**config.mk**
```make
export PLATFORM = sky130hd
export DESIGN_NAME = fp16g_lane
export DESIGN_NICKNAME = d
export VERILOG_FILES = /design/src/design/fp16g_pkg.sv /design/src/design/fp16g_lane.sv
export SDC_FILE = /design/constraint.sdc
export NUM_CORES = 2
export LEC_CHECK = 0
export ABC_CLOCK_PERIOD_IN_PS = 20400
export BUFFER_PORTS_ARGS = -buffer_cell sky130_fd_sc_hd__buf_2
export CAP_MARGIN = 20
export CORE_AREA = 2 2 529 531
export CTS_CLUSTER_SIZE = 10
export DETAILED_ROUTE_END_ITERATION = 6
export DIE_AREA = 0 0 531 533
export PLACE_DENSITY = 0.5
export SYNTH_ARGS = -nofsm -noshare
export SYNTH_HDL_FRONTEND = slang
export SYNTH_SLANG_ARGS = --single-unit
```
**constraint.sdc**
```tcl
create_clock -name clk -period 20.4 [get_ports clk]
set_input_delay 3.06 -clock clk [delete_from_list [all_inputs] [get_ports clk]]
set_output_delay 3.06 -clock clk [all_outputs]
set_load 0.05 [all_outputs]
```
**src/design/fp16g_pkg.sv**
```systemverilog
`default_nettype none
// ----------------------------------------------------------------------------
// fp16g_pkg
// Shared types and constants for the FP16 BT.709 to BT.2020 gamut converter.
// ----------------------------------------------------------------------------
package fp16g_pkg;

  localparam int unsigned NumLanes = 3;

  // binary32 bit patterns of the matrix coefficients, row major
  localparam logic [31:0] Coef [0:8] = '{
    32'h3F209D8B, 32'h3EA897C8, 32'h3D316914,
    32'h3D8D82E3, 32'h3F6B6700, 32'h3C3A28F1,
    32'h3C8647AD, 32'h3DB44051, 32'h3F6545B8
  };

  localparam logic [15:0] Fp16Inf  = 16'h7C00;
  localparam logic [15:0] Fp16Qbit = 16'h0200;
  localparam logic [15:0] Fp16QNan = 16'h7E00;
  localparam logic [31:0] Fp32QNan = 32'h7FC00000;

  typedef logic [31:0] fp32_t;

  // binary32 product, round to nearest even, subnormal results kept
  function automatic fp32_t fp_mul(input fp32_t a, input fp32_t b);
    logic        s;
    logic [7:0]  ea, eb;
    logic [23:0] ma, mb;
    logic [47:0] p;
    logic signed [10:0] e;
    logic [49:0] w;
    logic [5:0]  sh;
    logic [24:0] q;
    logic        g, st;
    logic [31:0] r;
    s  = a[31] ^ b[31];
    ea = a[30:23]; eb = b[30:23];
    ma = {(ea != 8'd0), a[22:0]};
    mb = {(eb != 8'd0), b[22:0]};
    r  = '0;
    if ((ea == 8'hFF && a[22:0] != 0) || (eb == 8'hFF && b[22:0] != 0)) begin
      r = Fp32QNan;
    end else if (ea == 8'hFF || eb == 8'hFF) begin
      if ((ea == 8'hFF && b[30:0] == 0) || (eb == 8'hFF && a[30:0] == 0)) r = Fp32QNan;
      else r = {s, 8'hFF, 23'd0};
    end else if (a[30:0] == 0 || b[30:0] == 0) begin
      r = {s, 31'd0};
    end else begin
      // operands here come from decoded fp16 and normal constants: both normal
      p = ma * mb;
      e = $signed({3'd0, ea}) + $signed({3'd0, eb}) - 11'sd127;
      if (p[47]) begin
        w = {p, 2'b00};
        e = e + 11'sd1;
      end else begin
        w = {p[46:0], 3'b000};
      end
      // w[49] is the leading one, mantissa w[49:26]
      if (e < 11'sd1) begin
        sh = (e < -11'sd25) ? 6'd26 : 6'(11'sd1 - e);
        st = |(w << (6'd50 - sh));
        w  = w >> sh;
        e  = 11'sd0;
      end else begin
        st = 1'b0;
      end
      q  = {1'b0, w[49:26]};
      g  = w[25];
      st = st | (|w[24:0]);
      if (g && (st || q[0])) q = q + 25'd1;
      if (e == 0) begin
        r = {s, 7'd0, q[23:0]};
      end else if (q[24]) begin
        e = e + 11'sd1;
        r = (e >= 11'sd255) ? {s, 8'hFF, 23'd0} : {s, e[7:0], 23'd0};
      end else begin
        r = (e >= 11'sd255) ? {s, 8'hFF, 23'd0} : {s, e[7:0], q[22:0]};
      end
    end
    return r;
  endfunction

  // binary32 sum, round to nearest even
  function automatic fp32_t fp_add(input fp32_t a, input fp32_t b);
    logic [7:0]  ea, eb, eh, el;
    logic [27:0] mh, ml;
    logic        sh_, sl;
    logic [8:0]  d;
    logic [28:0] sum;
    logic [4:0]  lz;
    logic signed [10:0] e;
    logic [28:0] n;
    logic [24:0] q;
    logic        g, st, found;
    logic [31:0] r;
    ea = a[30:23]; eb = b[30:23];
    r  = '0;
    lz = '0;
    if ((ea == 8'hFF && a[22:0] != 0) || (eb == 8'hFF && b[22:0] != 0)) begin
      r = Fp32QNan;
    end else if (ea == 8'hFF && eb == 8'hFF) begin
      r = (a[31] != b[31]) ? Fp32QNan : a;
    end else if (ea == 8'hFF) begin
      r = a;
    end else if (eb == 8'hFF) begin
      r = b;
    end else begin
      if (a[30:0] >= b[30:0]) begin
        eh = ea; el = eb; sh_ = a[31]; sl = b[31];
        mh = {1'b0, (ea != 0), a[22:0], 3'b000};
        ml = {1'b0, (eb != 0), b[22:0], 3'b000};
      end else begin
        eh = eb; el = ea; sh_ = b[31]; sl = a[31];
        mh = {1'b0, (eb != 0), b[22:0], 3'b000};
        ml = {1'b0, (ea != 0), a[22:0], 3'b000};
      end
      if (eh == 0) eh = 8'd1;
      if (el == 0) el = 8'd1;
      d = {1'b0, eh} - {1'b0, el};
      if (d > 9'd27) begin
        ml = {27'd0, |ml};
      end else begin
        ml = (ml >> d) | {27'd0, |(ml & ~({28{1'b1}} << d))};
      end
      if (sh_ == sl) sum = {1'b0, mh} + {1'b0, ml};
      else           sum = {1'b0, mh} - {1'b0, ml};
      if (sum == 0) begin
        r = {sh_ & sl, 31'd0};
      end else begin
        e = $signed({3'd0, eh});
        n = sum;
        if (n[27]) begin
          // carry out: leading one at bit 27, shift down one
          n = {1'b0, n[28:2], n[1] | n[0]};
          e = e + 11'sd1;
        end else begin
          found = 1'b0;
          for (int i = 26; i >= 0; i--) begin
            if (!found && n[i]) begin
              found = 1'b1;
              lz = 5'(26 - i);
            end
          end
          if (e - $signed({6'd0, lz}) >= 11'sd1) begin
            n = n << lz;
            e = e - $signed({6'd0, lz});
          end else begin
            n = n << (e - 11'sd1);
            e = 11'sd0;
          end
        end
        q  = {1'b0, n[26:3]};
        g  = n[2];
        st = n[1] | n[0];
        if (g && (st || q[0])) q = q + 25'd1;
        if (e == 0) begin
          r = {sh_, 7'd0, q[23:0]};
        end else if (q[24]) begin
          e = e + 11'sd1;
          r = (e >= 11'sd255) ? {sh_, 8'hFF, 23'd0} : {sh_, e[7:0], 23'd0};
        end else begin
          r = (e >= 11'sd255) ? {sh_, 8'hFF, 23'd0} : {sh_, e[7:0], q[22:0]};
        end
      end
    end
    return r;
  endfunction

endpackage : fp16g_pkg
`default_nettype wire

```
**src/design/fp16g_lane.sv**
```systemverilog
`default_nettype none
// ----------------------------------------------------------------------------
// fp16g_lane
// One matrix row: three products, two sums and fp16 encode, three stages.
// ----------------------------------------------------------------------------
module fp16g_lane #(
  parameter int unsigned Row = 0
) (
  input  wire logic        clk,
  input  wire logic        en,
  input  wire logic [31:0] r32,
  input  wire logic [31:0] g32,
  input  wire logic [31:0] b32,
  output logic [15:0]      res
);
  import fp16g_pkg::*;

  logic [31:0] p0, p1, p2, s01, p2d, acc;
  logic [7:0]  e32;

  assign e32 = acc[30:23];

  always_comb begin
    if (e32 == 8'hFF && acc[22:0] != 0) res = Fp16QNan;
    else if (e32 <= 8'd112) res = {acc[31], 15'd0};
    else if (e32 >= 8'd143)
      res = {acc[31], 15'd0} | Fp16Inf | ((acc[22:13] != 0) ? Fp16Qbit : 16'd0);
    else res = {acc[31], 5'(e32 - 8'd112), acc[22:13]};
  end

  always_ff @(posedge clk) begin
    if (en) begin
      p0  <= fp_mul(Coef[Row*3+0], r32);
      p1  <= fp_mul(Coef[Row*3+1], g32);
      p2  <= fp_mul(Coef[Row*3+2], b32);
      s01 <= fp_add(p0, p1);
      p2d <= p2;
      acc <= fp_add(s01, p2d);
    end
  end
endmodule : fp16g_lane
`default_nettype wire

```
==> results.toml <==
[routing]
drt_iter0_markers = 9521
wl_met2_mm = 156
wl_per_cell_um = 24.3
firstDrtPassIters = 7
wirelength_mm = 357
drtAntennaViolNets = 0
via_count = 88027
top_layer_used = "met5"
dr_wl_met3_mm = 28.1
drt-met1-wl_mm = 160
viasPerCell = 5.98
drc = 0

[yosys]
yosys.area_share.simple_pct = 20.9
synth_area_leaders = "ha_1, fa_1, edfxtp_1"
netlist_instances = 11153
syn_nets = 12695
seq_area_frac_synth_pct = 6.97
synth.top_cell.area_share_pct = 14.1
synthTopCellsByCount = "inv_1, nor2_1, ha_1, nand2_1, a21oi_1"
yosysMostFrequentCell = "inv_1"
synth_xor_area_share_pct = 4.03
ys.flop_type = "edfxtp_1"
synth_edf_count = 192
synth_compound_area_share_pct = 27.9
synth_mux_area_share_pct = 5.49
synthAdderAreaFrac_pct = 26.4
ys_async_sr_fraction_pct = 0
yosysTopAreaCell = "ha_1"
syn_avg_cell_area_sq_um = 7.42
synth_area_sq_mm = 0.0828
ys_seq_elements = 192
synth_top_family_by_area = "compound AO/OA/AOI/OAI gates"
yosys_warnings = 0
ys_types = 126

[final_layout]
fillerInstances = 30388
fin_nets = 12518
design_area_sq_mm = 0.0888
instances_no_fill = 14717
syn_to_final_growth_pct = 7.28
drive_gt1_share_pct = 6.86

[floorplanning]
dieArea_sq_mm = 0.283
die_y_um = 533
core_area_sq_mm = 0.278
io_pins = 114
die-width_um = 531
num_rows = 194
start_util_pct = 29.8

[placed_design]
place_inst = 14674
globalplace.congestion = 1.01
place_area_sq_mm = 0.0880
portBuffers = 113
hpwl_mm = 285

[flow_run]
maxCapViolCount = 0

[critical_path]
worst_r2r_endpoint = "s01[16]"
r2r_cells = 63
crit_path_top_delay_cell = "o21a_1"
worstSetupPathType = "flop to flop"
r2r_slack_ns = 1.21
crit_end = "s01[16]"
cp.arrival_ns = 19.46
cp-end-kind = "flop"
cp.required_ns = 20.67
setup.worst_path.start = "p1[14]"
cp_max_fo = 23
slowest_delay_ns = 0.70
r2r_start = "p1[14]"
critPathLaunchType = "flop"

[global_route]
grt-ovfl-total = 0
track_usage_pct = 24.3
grt_max_degree = 120
first_global_vias = 84003
grt_pass1_wl_mm = 541
antenna_found_initial = 13

[sta]
final.period_utilization_pct = 94.1
max_clock_freq_mhz = 52.1
tns_ns = 0
finClkSkew_ns = 0.0181
rsz0062_at_grt = "no"
relSlewSlack_pct = 11.2
maxSlewViolCount = 0
tightestPinTransition_ns = 1.31
setup_viol = 0
hold_violations = 0
period_minus_slack_ns = 19.19

[hold_path]
worstHoldStart = "p2[13]"
hold_path.class = "flop to flop"

[clock_network]
ctsHtreeMaxLevel = 4
clock-sinks = 192
clock_path_buffers = 2
insertion_delay_ns = 0.51
cts_made_buffers = 17
cts_tree = "built"
root_buffer = "clkbuf_16"
clk_pin_slew_ns = 0.08

[outcome]
status = "finished, final reports clean"
[flip-flops by register name (all words and copies together) (netlist names)]
name  cells
p0       32
p2       32
p2d      32
acc      32
p1       32
s01      32
[final cells by class]
cell class                 count  area (sq um)  share of cell area [%]
antenna                        4          10.0                  0.0113
clock buffer                  17           425                   0.479
clock inverter                15           215                   0.242
inverter                    1179          4430                    4.98
multi-input combinational   9179         70500                    79.4
sequential                   192          5770                    6.49
tap                         3724          4660                    5.25
timing repair buffer         407          2790                    3.14
[worst min path at each step]
stage                     depth (start not counted)  slack [ns]      end
final                                             0        0.42  p2d[13]
after global routing                              0        0.43   p2d[9]
after CTS                                         0        0.42  p2d[22]
after detailed placement                          0        0.40   p2d[3]
after global placement                            0        0.40  p2d[31]
after floorplan                                   0        0.40   p2d[0]
[critical path: cells and delay by family (launching register included)]
kind / cells / cell delay (ns)
muxes: 4 / 1.33
DFF: 1 / 0.62
adders and majority gates: 7 / 2.51
xor gates and xnor gates: 1 / 0.10
and+or+nand+nor: 22 / 6.49
AOI/OAI and AO/OA: 22 / 6.73
buffers and inverters: 7 / 1.17
[placed cells by master, fill, tap and decap left out, drive strengths merged, types with 64 or more instances in the layout]
cell type | Yosys | routed
o211ai | 181 | 181
a211o | 64 | 64
nand4 | 140 | 140
or3 | 81 | 81
nand2 | 921 | 921
inv | 1173 | 1178
and2 | 100 | 100
nand3 | 357 | 357
mux2i | 315 | 315
edfxtp | 192 | 192
a22oi | 68 | 68
nor2 | 977 | 978
nand2b | 81 | 81
a221oi | 93 | 93
a21o | 125 | 125
fa | 509 | 509
o22ai | 124 | 124
ha | 935 | 935
o31ai | 103 | 103
nor4 | 150 | 150
a211oi | 227 | 227
a21oi | 706 | 706
and3 | 86 | 86
a31oi | 126 | 126
o21ai | 645 | 645
mux2 | 85 | 85
xor2 | 137 | 137
buf | 198 | 404
o21a | 87 | 87
nor3 | 400 | 401
xnor2 | 236 | 236
[per-layer routing]
layer	vias up	GRT usage, %
li1	40735	-
met4	4	8.00
met3	728	3.39
met5	-	0
met2	4113	38.0
met1	42447	34.3
[repair_timing]
| action | in CTS | in global routing |
|---|---|---|
| gates resized for setup | 0 | 9 |
| setup endpoints to repair | 0 | 62 |
| hold buffers | 0 | 0 |
| buffers inserted | 0 | 3 |
[cells by family after synthesis]
family	Yosys count
multiplexers	419
XOR/XNOR	376
adder cells (fa/ha/maj)	1444
AND/OR/NAND/NOR	3588
buffers and inverters	1784
AO/OA/AOI/OAI	3350
flip-flops	192
[stage by stage]
step	worst slack, ns	hold WS (ns)	util [%]
after detailed placement	1.34	0.405	31.7
after floorplan	3.21	0.400	-
final	1.21	0.422	31.9
after CTS	1.25	0.423	31.9
after global routing	0.0119	0.428	31.9
after global placement	1.40	0.401	31.7
Power is left out: the tool's default activity adds up to more than one toggle a clock period on the data nets, which glitch-free logic cannot reach.
